===== src/rtl/sfcc_pkg.sv =====
package sfcc_pkg;

   // CRC-8 as used on the frame: polynomial x^8 + x^5 + x^4 + 1, preset to all ones.
   localparam logic [7:0] CRC_POLY = 8'h31;
   localparam logic [7:0] CRC_INIT = 8'hFF;
   localparam logic [7:0] CRC_TOP  = 8'h80;

   // Bus outcome codes carried with each request.
   localparam logic [1:0] BUS_OK         = 2'd0;
   localparam logic [1:0] BUS_WRITE_FAIL = 2'd1;

   // Result status codes.
   localparam logic [2:0] STATUS_OK        = 3'd0;
   localparam logic [2:0] STATUS_WRITE_ERR = 3'd1;
   localparam logic [2:0] STATUS_READ_ERR  = 3'd2;
   localparam logic [2:0] STATUS_TEMP_CRC  = 3'd3;
   localparam logic [2:0] STATUS_HUM_CRC   = 3'd4;

   // Byte positions within the six-byte frame.
   localparam logic [2:0] POS_TEMP_HI  = 3'd0;
   localparam logic [2:0] POS_TEMP_LO  = 3'd1;
   localparam logic [2:0] POS_TEMP_CRC = 3'd2;
   localparam logic [2:0] POS_HUM_HI   = 3'd3;
   localparam logic [2:0] POS_HUM_LO   = 3'd4;
   localparam logic [2:0] POS_HUM_CRC  = 3'd5;

   typedef struct packed {
      logic [7:0] rx_byte;
      logic [1:0] bus_fail;
   } req_item_type;

   typedef struct packed {
      logic [2:0]  status;
      logic [15:0] temperature_raw;
      logic [15:0] humidity_raw;
   } rsp_item_type;

   // One byte through the CRC, most significant bit first.
   function automatic logic [7:0] crc8_byte(input logic [7:0] crc, input logic [7:0] data);
      logic [7:0] r;
      r = crc ^ data;
      for (int i = 0; i < 8; i++) begin
         if ((r & CRC_TOP) != 8'h00) begin
            r = {r[6:0], 1'b0} ^ CRC_POLY;
         end else begin
            r = {r[6:0], 1'b0};
         end
      end
      return r;
   endfunction

endpackage


===== src/rtl/sfcc_frame.sv =====
module sfcc_frame import sfcc_pkg::*; (
   input  logic         clock,
   input  logic         reset,
   input  req_item_type item,
   input  logic         fire,
   output logic         has_result,
   output rsp_item_type result
);

   logic [2:0]  pos_ff,        pos_in;
   logic [7:0]  crc_ff,        crc_in;
   logic [15:0] temp_stage_ff, temp_stage_in;
   logic [15:0] hum_stage_ff,  hum_stage_in;
   logic        temp_fail_ff,  temp_fail_in;
   logic [15:0] temp_held_ff,  temp_held_in;
   logic [15:0] hum_held_ff,   hum_held_in;
   logic [2:0]  pos;
   logic [2:0]  status;
   logic [7:0]  crc_from_init;
   logic [7:0]  crc_from_run;

   assign crc_from_init = crc8_byte(CRC_INIT, item.rx_byte);
   assign crc_from_run  = crc8_byte(crc_ff, item.rx_byte);

   always_comb begin
      pos           = (pos_ff > POS_HUM_CRC) ? POS_TEMP_HI : pos_ff;
      pos_in        = pos + 3'd1;
      crc_in        = crc_ff;
      temp_stage_in = temp_stage_ff;
      hum_stage_in  = hum_stage_ff;
      temp_fail_in  = temp_fail_ff;
      temp_held_in  = temp_held_ff;
      hum_held_in   = hum_held_ff;
      has_result    = 1'b0;
      status        = STATUS_OK;
      if (item.bus_fail != BUS_OK) begin
         has_result   = 1'b1;
         status       = (item.bus_fail == BUS_WRITE_FAIL) ? STATUS_WRITE_ERR : STATUS_READ_ERR;
         pos_in       = POS_TEMP_HI;
         crc_in       = CRC_INIT;
         temp_fail_in = 1'b0;
      end else begin
         case (pos)
            POS_TEMP_HI: begin
               temp_stage_in = {item.rx_byte, 8'h00};
               crc_in        = crc_from_init;
            end
            POS_TEMP_LO: begin
               temp_stage_in = {temp_stage_ff[15:8], item.rx_byte};
               crc_in        = crc_from_run;
            end
            POS_TEMP_CRC: begin
               temp_fail_in = (crc_ff != item.rx_byte);
               crc_in       = CRC_INIT;
            end
            POS_HUM_HI: begin
               hum_stage_in = {item.rx_byte, 8'h00};
               crc_in       = crc_from_init;
            end
            POS_HUM_LO: begin
               hum_stage_in = {hum_stage_ff[15:8], item.rx_byte};
               crc_in       = crc_from_run;
            end
            default: begin
               has_result = 1'b1;
               if (temp_fail_ff) begin
                  status = STATUS_TEMP_CRC;
               end else if (crc_ff != item.rx_byte) begin
                  status = STATUS_HUM_CRC;
               end else begin
                  status       = STATUS_OK;
                  temp_held_in = temp_stage_ff;
                  hum_held_in  = hum_stage_ff;
               end
               pos_in       = POS_TEMP_HI;
               crc_in       = CRC_INIT;
               temp_fail_in = 1'b0;
            end
         endcase
      end
   end

   // The result reports the held words after any update by this byte.
   assign result = '{status: status, temperature_raw: temp_held_in,
                     humidity_raw: hum_held_in};

   always_ff @(posedge clock) begin
      if (reset) begin
         pos_ff        <= POS_TEMP_HI;
         crc_ff        <= CRC_INIT;
         temp_stage_ff <= 16'h0000;
         hum_stage_ff  <= 16'h0000;
         temp_fail_ff  <= 1'b0;
         temp_held_ff  <= 16'h0000;
         hum_held_ff   <= 16'h0000;
      end else if (fire) begin
         pos_ff        <= pos_in;
         crc_ff        <= crc_in;
         temp_stage_ff <= temp_stage_in;
         hum_stage_ff  <= hum_stage_in;
         temp_fail_ff  <= temp_fail_in;
         temp_held_ff  <= temp_held_in;
         hum_held_ff   <= hum_held_in;
      end
   end

   a_pos_range: assert property (@(posedge clock) disable iff (reset)
      pos_ff <= POS_HUM_CRC)
      else $error("byte position left the frame");

   a_restart: assert property (@(posedge clock) disable iff (reset)
      (!reset && fire && has_result) |=> (pos_ff == POS_TEMP_HI && crc_ff == CRC_INIT))
      else $error("frame not restarted after a result");

   a_held_only_ok: assert property (@(posedge clock) disable iff (reset)
      (!reset && !(fire && has_result && status == STATUS_OK))
      |=> ($stable(temp_held_ff) && $stable(hum_held_ff)))
      else $error("held words changed without a good frame");

endmodule


===== config.mk =====
export PLATFORM = sky130hd
export DESIGN_NAME = sfcc_frame
export DESIGN_NICKNAME = d
export VERILOG_FILES = /design/src/rtl/sfcc_pkg.sv /design/src/rtl/sfcc_frame.sv
export SDC_FILE = /design/constraint.sdc
export NUM_CORES = 1
export LEC_CHECK = 0
export BUFFER_PORTS_ARGS = -buffer_cell sky130_fd_sc_hd__buf_2
export CAP_MARGIN = 20
export CORE_MARGIN = 1
export CORE_UTILIZATION = 35
export CTS_CLUSTER_SIZE = 30
export DETAILED_ROUTE_END_ITERATION = 10
export SLEW_MARGIN = 20
export SYNTH_ARGS = -nofsm -noshare
export SYNTH_HDL_FRONTEND = slang
export SYNTH_SLANG_ARGS = --single-unit
export TNS_END_PERCENT = 1

===== constraint.sdc =====
create_clock -name clock -period 3.34 [get_ports clock]
set_clock_uncertainty 0.1 [all_clocks]
set_input_delay 0.501 -clock clock [delete_from_list [all_inputs] [get_ports clock]]
set_output_delay 0.501 -clock clock [all_outputs]
set_load 0.05 [all_outputs]

# After elaboration in Yosys (flattened, before gate mapping)

Cells that the tools add are included.

Latch bits: 0
Flip-flop bits (word level): 76
Bits in writable memories: 0
Memories kept: 0
Output and inout port bits: 36
ROM bits: 0
Word-level logic and storage cells: 92
Input port bits: 13

Muxes and demuxes: 40
Multipliers: 0
Bitwise gates (word level): 21
Shifts and indexed selects: 0
$lt $le $gt $ge: 1
Add/subtract/negate cells: 1
Div/mod/pow operators: 0
Equal/unequal tests: 7
Reduce and logical (&&, ||, !) cells: 13

Operator list:

| kind                                                | count |
|---|---|
| two-way mux 16 bit                                  | 8 |
| two-way mux 6 bit                                   | 16 |
| case mux 16 bit (2 select lines)                    | 2 |
| inverter 3 bit                                      | 16 |
| two-way mux 3 bit                                   | 7 |
| case mux 8 bit (2 select lines)                     | 1 |
| two-way mux 8 bit                                   | 1 |
| != test 8 bit                                       | 1 |
| inverter 8 bit                                      | 1 |
| AND reduction 4 bit                                 | 2 |
| XOR 8 bit                                           | 1 |
| equality test 3 x 2 -> 1 bit, second input constant | 2 |
| AND reduction 3 bit                                 | 2 |
| nonzero test 2 bit                                  | 3 |
| OR reduction 5 bit                                  | 1 |
| OR reduction 2 bit                                  | 2 |
| OR reduction 4 bit                                  | 1 |
| adder 3 x 1 -> 3 bit, second input constant         | 1 |
| equality test 3 x 1 -> 1 bit, second input constant | 1 |
| equality test 3 bit, second input constant          | 1 |
| > comparator 3 bit, second input constant           | 1 |
| logical NOT 3 bit                                   | 1 |
| two-way mux 1 bit                                   | 3 |
| inverter 1 bit                                      | 3 |
| other kinds (5)                                     | 5 |

# Logic depth before layout (Yosys ltp)

Gate-level depths: netlist of the first run.

Depth after elaboration: 19
Depth in mapped cells: 8
Mapped depth without buffers: 7

# Least setup slack after synthesis of the first run

Ideal clock, no wire load.

Path kind: in2out
Start: input port item[7] (netlist name)
End: output port result[21] (netlist name)
Slack: 0.337 ns
Arrival: 2.402 ns
Data required time: 2.739 ns
Buffers on the path: 2
Stages: 7
Cell sequence: clkbuf_1 xnor2_1 nand4_1 or2_2 nor2_2 buf_4 mux2_1

RTL lines:

| item            | RTL line        | text |
|---|---|---|
| start, declared | sfcc_frame.sv:4 | `input req_item_type item,` |
| end, declared   | sfcc_frame.sv:7 | `output rsp_item_type result` |

==> results of run 1 <==
-- flip-flops by register name, summed over array words and instances, names as in the netlist --
signal         flops
hum_held_ff       16
hum_stage_ff      16
temp_held_ff      16
temp_stage_ff     16
crc_ff             8
pos_ff             3
temp_fail_ff       1
-- cells in the mapped netlist (7+ instances only) --
cell / count / area [um2]
sky130_fd_sc_hd__mux2i_1: 48 / 480
sky130_fd_sc_hd__mux2_2: 29 / 327
sky130_fd_sc_hd__xnor2_1: 20 / 175
sky130_fd_sc_hd__nor2_1: 69 / 259
sky130_fd_sc_hd__nand3_1: 9 / 45.0
sky130_fd_sc_hd__nor3_1: 7 / 35.0
sky130_fd_sc_hd__a22oi_1: 8 / 60.1
sky130_fd_sc_hd__dfxtp_1: 76 / 1520
sky130_fd_sc_hd__nand2_1: 19 / 71.3
sky130_fd_sc_hd__clkbuf_1: 17 / 63.8
sky130_fd_sc_hd__xor2_1: 10 / 87.6
sky130_fd_sc_hd__a21oi_1: 18 / 90.1
-- metrics by stage --
| step | area, um2 | instances | hold WS (ns) |
|---|---|---|---|
| floorplan | 3770 | 394 | 0.353 |
| global placement | 4160 | 565 | 0.368 |
| detailed placement | 4160 | 565 | 0.379 |
| CTS | 4360 | 581 | 0.392 |
| global route | 4390 | 581 | 0.407 |
| finish | 4390 | 581 | 0.391 |
-- worst max path at each step --
stage,start,end
finish,pos_ff[0],result[30]
global route,pos_ff[0],result[30]
CTS,crc_ff[2],result[7]
detailed placement,item[4],result[7]
global placement,item[4],result[7]
floorplan,item[7],result[21]
-- logic make-up (layout without fill, tap and decap cells) --
group                    after synthesis  in the layout  synth area share (%)
AND/OR/NAND/NOR                      129            129                  16.3
multiplexers                          80             80                  22.3
flip-flops                            76             76                  40.3
AO/OA/AOI/OAI                         43             43                  7.53
XOR/XNOR                              33             33                  8.76
buffers and inverters                 32             83                  4.44
adder cells (fa/ha/maj)                1              1                 0.332
-- repair_timing --
item,in CTS,in global routing
endpoints found under the hold margin,0,0
setup endpoints to repair,0,32
buffers inserted,0,0
gates resized for setup,0,5
-- critical path, cell delays in order (launching register included) --
cell and delay, ns:
sky130_fd_sc_hd__dfxtp_1 0.58, sky130_fd_sc_hd__inv_2 0.11, sky130_fd_sc_hd__or4b_4 0.57, sky130_fd_sc_hd__nor2_2 0.17
sky130_fd_sc_hd__buf_12 0.23, sky130_fd_sc_hd__mux2_2 0.37, sky130_fd_sc_hd__buf_2 0.21
-- cell type report --
class	instances	area [um2]	share of cell area (%)
Multi-Input combinational cell	286	2110	48.1
Sequential cell	76	1520	34.7
Timing Repair Buffer	65	380	8.66
Tap cell	136	170	3.87
Clock buffer	12	165	3.76
Clock inverter	4	32.5	0.741
Inverter	2	7.51	0.171
-- routing by layer --
| layer | up-vias | track usage (%) | share of wire [%] | routed length (um) |
|---|---|---|---|---|
| met5 | - | 0 | 0 | 0 |
| met4 | 0 | 2.98 | 0.41 | 36 |
| met3 | 4 | 4.51 | 6.1 | 532 |
| met2 | 69 | 27.6 | 48 | 4200 |
| met1 | 1394 | 22.1 | 46 | 3990 |
| li1 | 1447 | - | - | - |
-- power by group --
group | switching, mW | internal [mW] | total, mW
Clock | 0.354 | 0.333 | 0.687
Sequential | 0.00793 | 0.913 | 0.921
Combinational | 0.112 | 0.0798 | 0.192
==> out/results.md, run 1 <==
| Step | Parameter | Value |
|:---|:---|:---|
| placement | Number of port buffers | 48 |
| timing | Hold Violations, Final | 0 |
| placement | GPL Wtd Cong | 0.811 |
| synthesis | Mapped Nets | 408 |
| detailed routing | Post-Route WL | 8.76 mm |
| setup path | Worst setup SP type | flop |
| worst hold path | Hold Crit Start | temp_stage_ff[5] |
| floorplanning | I/O pin total | 49 |
| detailed routing | Per-cell routed wire length | 15.1 um |
| synthesis | Synth Cell Area | 3770 um2 |
| cells and area | Signed area change from the synthesized netlist to the final layout | 16.4% |
| setup path | Data arrival time of the critical path | 2.61 ns |
| pwr | Power per cell area | 410 nW/um2 |
| floorplanning | Horizontal extent of the die | 106 um |
| worst hold path | Class of the most critical hold timing path | reg -> reg |
| floorplanning | Area of the core region | 10400 um2 |
| cells and area | Number of nets in the finished design | 454 |
| clock network | Sinks on Clock Net | 76 |
| synthesis | Distinct cell type count of the synthesized netlist | 49 |
| synthesis | Number of standard cells after synthesis | 394 |
| synthesis | Most common flop cell mapped by yosys | sky130_fd_sc_hd__dfxtp_1 |
| detailed routing | DRC violation count after routing | 0 |
| cells and area | Fraction of the core area covered by cells at the end of the flow | 42.4% |
| clock network | Clock buffers created by TritonCTS | 9 |
| timing | Worst Setup Slack, final | 0.133 ns |
| timing | Post-layout minimum cycle time | 3.21 ns |
| detailed routing | Vias | 2914 |
| timing | Headroom to the max-slew limit | 50.2% |
| synthesis | Fraction of the yosys area taken by sequential cells | 40.3% |
| timing | F_max | 312 MHz |
| synthesis | Post-synth EDFFs | 0 |
| flow run | Number of maximum-capacitance constraint violations | 0 |
| detailed routing | Antenna Violating Nets Remaining | 0 |
| worst hold path | Hold-critical path endpoint | temp_stage_ff[5] |
| timing | Fin. max-slew vios | 0 |
| worst hold path | Cell depth of the worst hold path | 2 |
| cells and area | Antenna diodes | 0 |
| clock network | Clock tree from TritonCTS | done |
| cells and area | Highest-count cells in the layout ignoring fill and taps | sky130_fd_sc_hd__dfxtp_1, sky130_fd_sc_hd__nor2_1, sky130_fd_sc_hd__mux2i_1, sky130_fd_sc_hd__buf_2, sky130_fd_sc_hd__mux2_2 |
| grt | Overall track demand over capacity in global routing | 16.8% |
| synthesis | Yosys reg bits | 76 |
| cells and area | Most common cell after layout, fill and taps aside | sky130_fd_sc_hd__dfxtp_1 |
| setup path | Logic depth of the worst register-to-register path | 6 |
| pwr | Total Power Consumption | 1.80 mW |
| pwr | Peak VDD IR | 0.000235 V |
| clock network | Worst-skew pair later-pin latency | 0.35 ns |
| clock network | Clk Tree Root Cell | sky130_fd_sc_hd__clkbuf_8 |
| setup path | Maximum fanout along the worst path | 32 |
| detailed routing | Routed via count divided by cell count | 5.02 |
| grt | GRT overflow | 0 |
| clock network | CTS Buffer Depth | 2 |
| outcome | Run status | completed |
| setup path | Capturing point of the worst reg2reg path | hum_held_ff[8] |
| placement | HPWL after detailed placement | 5.97 mm |
| clock network | CTS clock-pin slew for the worst setup and hold paths | 0.08 ns |
| detailed routing | Pre-antenna DRT Iters | 4 |
| clock network | Clock H-tree levels | 3 |
| setup path | Critical path endpoint category | primary output |
| grt | First-pass GRT wire length | 14.7 mm |
| setup path | Reg-to-reg setup timing slack | 0.75 ns |
| timing | Setup repair after global routing missed its margin | false |
| cells and area | Count of fill cells added during filler insertion | 1060 |
| setup path | Type of the setup path with the least slack | reg -> out |
| timing | Post-route fraction of the period consumed by the critical path | 96.0% |
| setup path | Startpoint of the lowest-slack register-to-register path | pos_ff[0] |
| placement | Setup WS pre-CTS | 0.182 ns |
| floorplanning | Die Footprint | 11200 um2 |
| pwr | Reported leakage power | 1.76 nW |
| setup path | Endpoint required time on the critical path | 2.74 ns |
| cells and area | Layout cells sized above 1 | 28.1% |
| timing | Setup-failing EPs final | 0 |
| timing | Setup Total Neg Slack | 0 ns |
| floorplanning | FP Rows | 37 |
| clock network | Post-CTS Hold Fix Bufs | 0 |
| synthesis | Fraction of registers with async set/reset | 0% |
| grt | Antenna violations before repair | 0 |
| grt | Number of global-route vias before repair | 2938 |
| floorplanning | Starting utilization of the core area | 36.4% |
| grt | Pin count of the biggest net entering global routing | 41 |
| synthesis | Average cell area after synthesis | 9.57 um2 |
| timing | Measured slew at the worst slew-check pin | 0.747 ns |
| detailed routing | Drt first-iter violations | 109 |
| synthesis | Syn. warnings | 0 |
| floorplanning | Height of the die | 106 um |
No activity file was read; power rests on OpenSTA's default activity.
==> inputs of run 2 (changes only) <==
PLACE_DENSITY = 0.61   (was unset)
==> out/results.md, run 2 (same netlist as run 1, synthesis figures left out) <==
| Step | Parameter | Value |
|:---|:---|:---|
| outcome | Run status | completed |
| setup path | Worst setup SP type | flop |
| grt | Number of global-route vias before repair | 2851 |
| timing | F_max | 308 MHz |
| detailed routing | Vias | 2964 |
| detailed routing | DRC violation count after routing | 0 |
| grt | Antenna violations before repair | 0 |
| floorplanning | Height of the die | 106 um |
| timing | Hold Violations, Final | 0 |
| floorplanning | Starting utilization of the core area | 36.4% |
| detailed routing | Routed via count divided by cell count | 5.11 |
| clock network | Clock tree from TritonCTS | done |
| setup path | Worst Path Buf+Inv | 2 |
| grt | Pin count of the biggest net entering global routing | 47 |
| setup path | Data arrival time of the critical path | 2.64 ns |
| setup path | Cell with the biggest individual delay on the critical path | sky130_fd_sc_hd__or2_2 |
| flow run | Number of maximum-capacitance constraint violations | 0 |
| setup path | Critical path endpoint category | primary output |
| cells and area | Fraction of the core area covered by cells at the end of the flow | 42.8% |
| grt | First-pass GRT wire length | 14.9 mm |
| setup path | Slowest cell delay on critical path | 0.38 ns |
| timing | Setup Total Neg Slack | 0 ns |
| placement | Number of port buffers | 48 |
| floorplanning | FP Rows | 37 |
| detailed routing | Antenna Violating Nets Remaining | 0 |
| cells and area | Highest-count cells in the layout ignoring fill and taps | sky130_fd_sc_hd__dfxtp_1, sky130_fd_sc_hd__nor2_1, sky130_fd_sc_hd__mux2i_1, sky130_fd_sc_hd__buf_2, sky130_fd_sc_hd__mux2_2 |
| grt | GRT overflow | 0 |
| clock network | Clock H-tree levels | 3 |
| detailed routing | Drt first-iter violations | 165 |
| timing | Measured slew at the worst slew-check pin | 0.873 ns |
| setup path | Launching element of the worst setup path | crc_ff[0] |
| clock network | CTS clock-pin slew for the worst setup and hold paths | 0.08 ns |
| pwr | Reported leakage power | 1.78 nW |
| setup path | Startpoint of the lowest-slack register-to-register path | pos_ff[2] |
| clock network | Clock buffers created by TritonCTS | 9 |
| setup path | Maximum fanout along the worst path | 17 |
| placement | GPL Wtd Cong | 0.846 |
| worst hold path | Class of the most critical hold timing path | reg -> reg |
| floorplanning | Horizontal extent of the die | 106 um |
| detailed routing | Pre-antenna DRT Iters | 4 |
| floorplanning | I/O pin total | 49 |
| timing | Post-layout minimum cycle time | 3.24 ns |
| timing | Fin. max-slew vios | 0 |
| setup path | Largest delay contributor family on the critical path | simple AND/OR/NAND/NOR gates |
| clock network | Sinks on Clock Net | 76 |
| timing | Setup-failing EPs final | 0 |
| cells and area | Antenna diodes | 0 |
| cells and area | Number of cells in the finished layout apart from fillers | 580 |
| cells and area | Number of nets in the finished design | 454 |
| floorplanning | Area of the core region | 10400 um2 |
| pwr | Power per cell area | 442 nW/um2 |
| timing | Post-route fraction of the period consumed by the critical path | 97.1% |
| detailed routing | Per-cell routed wire length | 15.8 um |
| placement | Number of placed cells counting well taps | 565 |
| worst hold path | Hold Crit Start | temp_stage_ff[1] |
| clock network | Clk Tree Root Cell | sky130_fd_sc_hd__clkbuf_8 |
| pwr | Total Power Consumption | 1.96 mW |
| cells and area | Signed area change from the synthesized netlist to the final layout | 17.6% |
| cells and area | Layout cells sized above 1 | 27.9% |
| timing | Headroom to the max-slew limit | 41.8% |
| clock network | CTS Buffer Depth | 2 |
| floorplanning | Die Footprint | 11200 um2 |
| clock network | Worst-skew pair later-pin latency | 0.36 ns |
| setup path | Type of the setup path with the least slack | reg -> out |
| detailed routing | Post-Route WL | 9.14 mm |
| grt | Overall track demand over capacity in global routing | 17.1% |
| placement | HPWL after detailed placement | 6.25 mm |
| clock network | Post-CTS Hold Fix Bufs | 0 |
| setup path | Endpoint required time on the critical path | 2.74 ns |
| timing | Setup repair after global routing missed its margin | false |
| pwr | Peak VDD IR | 0.000239 V |
| setup path | Cell-by-cell listing of the critical path | xnor2_1 -> nand4_1 -> or2_2 -> nor2_2 -> buf_12 -> mux2_2 -> buf_2 |
| clock network | Post-CTS setup buffer count | 0 |
| cells and area | Most common cell after layout, fill and taps aside | sky130_fd_sc_hd__dfxtp_1 |
-- run 2: changes by cell type in the layout (fill, tap and decap cells not counted), sizes merged --
| cell | delta |
|---|---|
| clkinvlp | -1 |
| clkbuf | -3 |
| inv | +1 |
| bufinv | +3 |
| clkinv | -1 |
-- run 2: final cells by class --
class	instances	area, um2
Clock buffer	9	124
Clock inverter	6	111
Fill cell	1060	5930
Inverter	2	7.51
Multi-Input combinational cell	286	2110
Sequential cell	76	1520
Tap cell	136	170
Timing Repair Buffer	65	393
-- run 2: repair_timing --
action | in CTS | in global routing
pin swaps | 0 | 0
setup endpoints to repair | 2 | 32
gates resized for setup | 1 | 4
-- run 2: stage by stage --
step	hold WS (ns)	instance area (um2)	setup WS, ns
after floorplan	0.353	3770	0.337
after global placement	0.365	4180	0.155
after detailed placement	0.382	4180	0.130
after CTS	0.395	4410	0.0511
after global routing	0.420	4440	0.00701
final	0.391	4440	0.0970
-- run 2: where the power goes --
group          switching (mW)  internal, mW
combinational           0.114        0.0778
sequential            0.00821         0.913
clock                   0.354         0.494
-- run 2: routing by layer --
metal  vias to the layer above  global-route usage, %  part of all wire [%]
li1                       1447                      -                     -
met5                         -                      0                     0
met2                        64                   27.7                    47
met1                      1442                   22.9                    48
met4                         0                   5.36                   1.1
met3                        11                   3.15                   3.9
-- run 2: worst reg2reg max path: stages, from the launching register on --
cell	delay (ns)
sky130_fd_sc_hd__dfxtp_2	0.46
sky130_fd_sc_hd__nor3b_2	0.23
sky130_fd_sc_hd__or4b_4	0.53
sky130_fd_sc_hd__nor4_4	0.32
sky130_fd_sc_hd__buf_4	0.36
sky130_fd_sc_hd__mux2i_1	0.24
sky130_fd_sc_hd__nor2_1	0.07
-- run 2: path summary, 6_finish.rpt --
path              depth (start not counted)               end  slack (ns)
setup / recovery                          7         result[8]         0.1
hold / removal                            2  temp_stage_ff[1]        0.39
setup reg to reg                          6    hum_held_ff[2]        0.92
hold reg to reg                           2  temp_stage_ff[1]        0.39
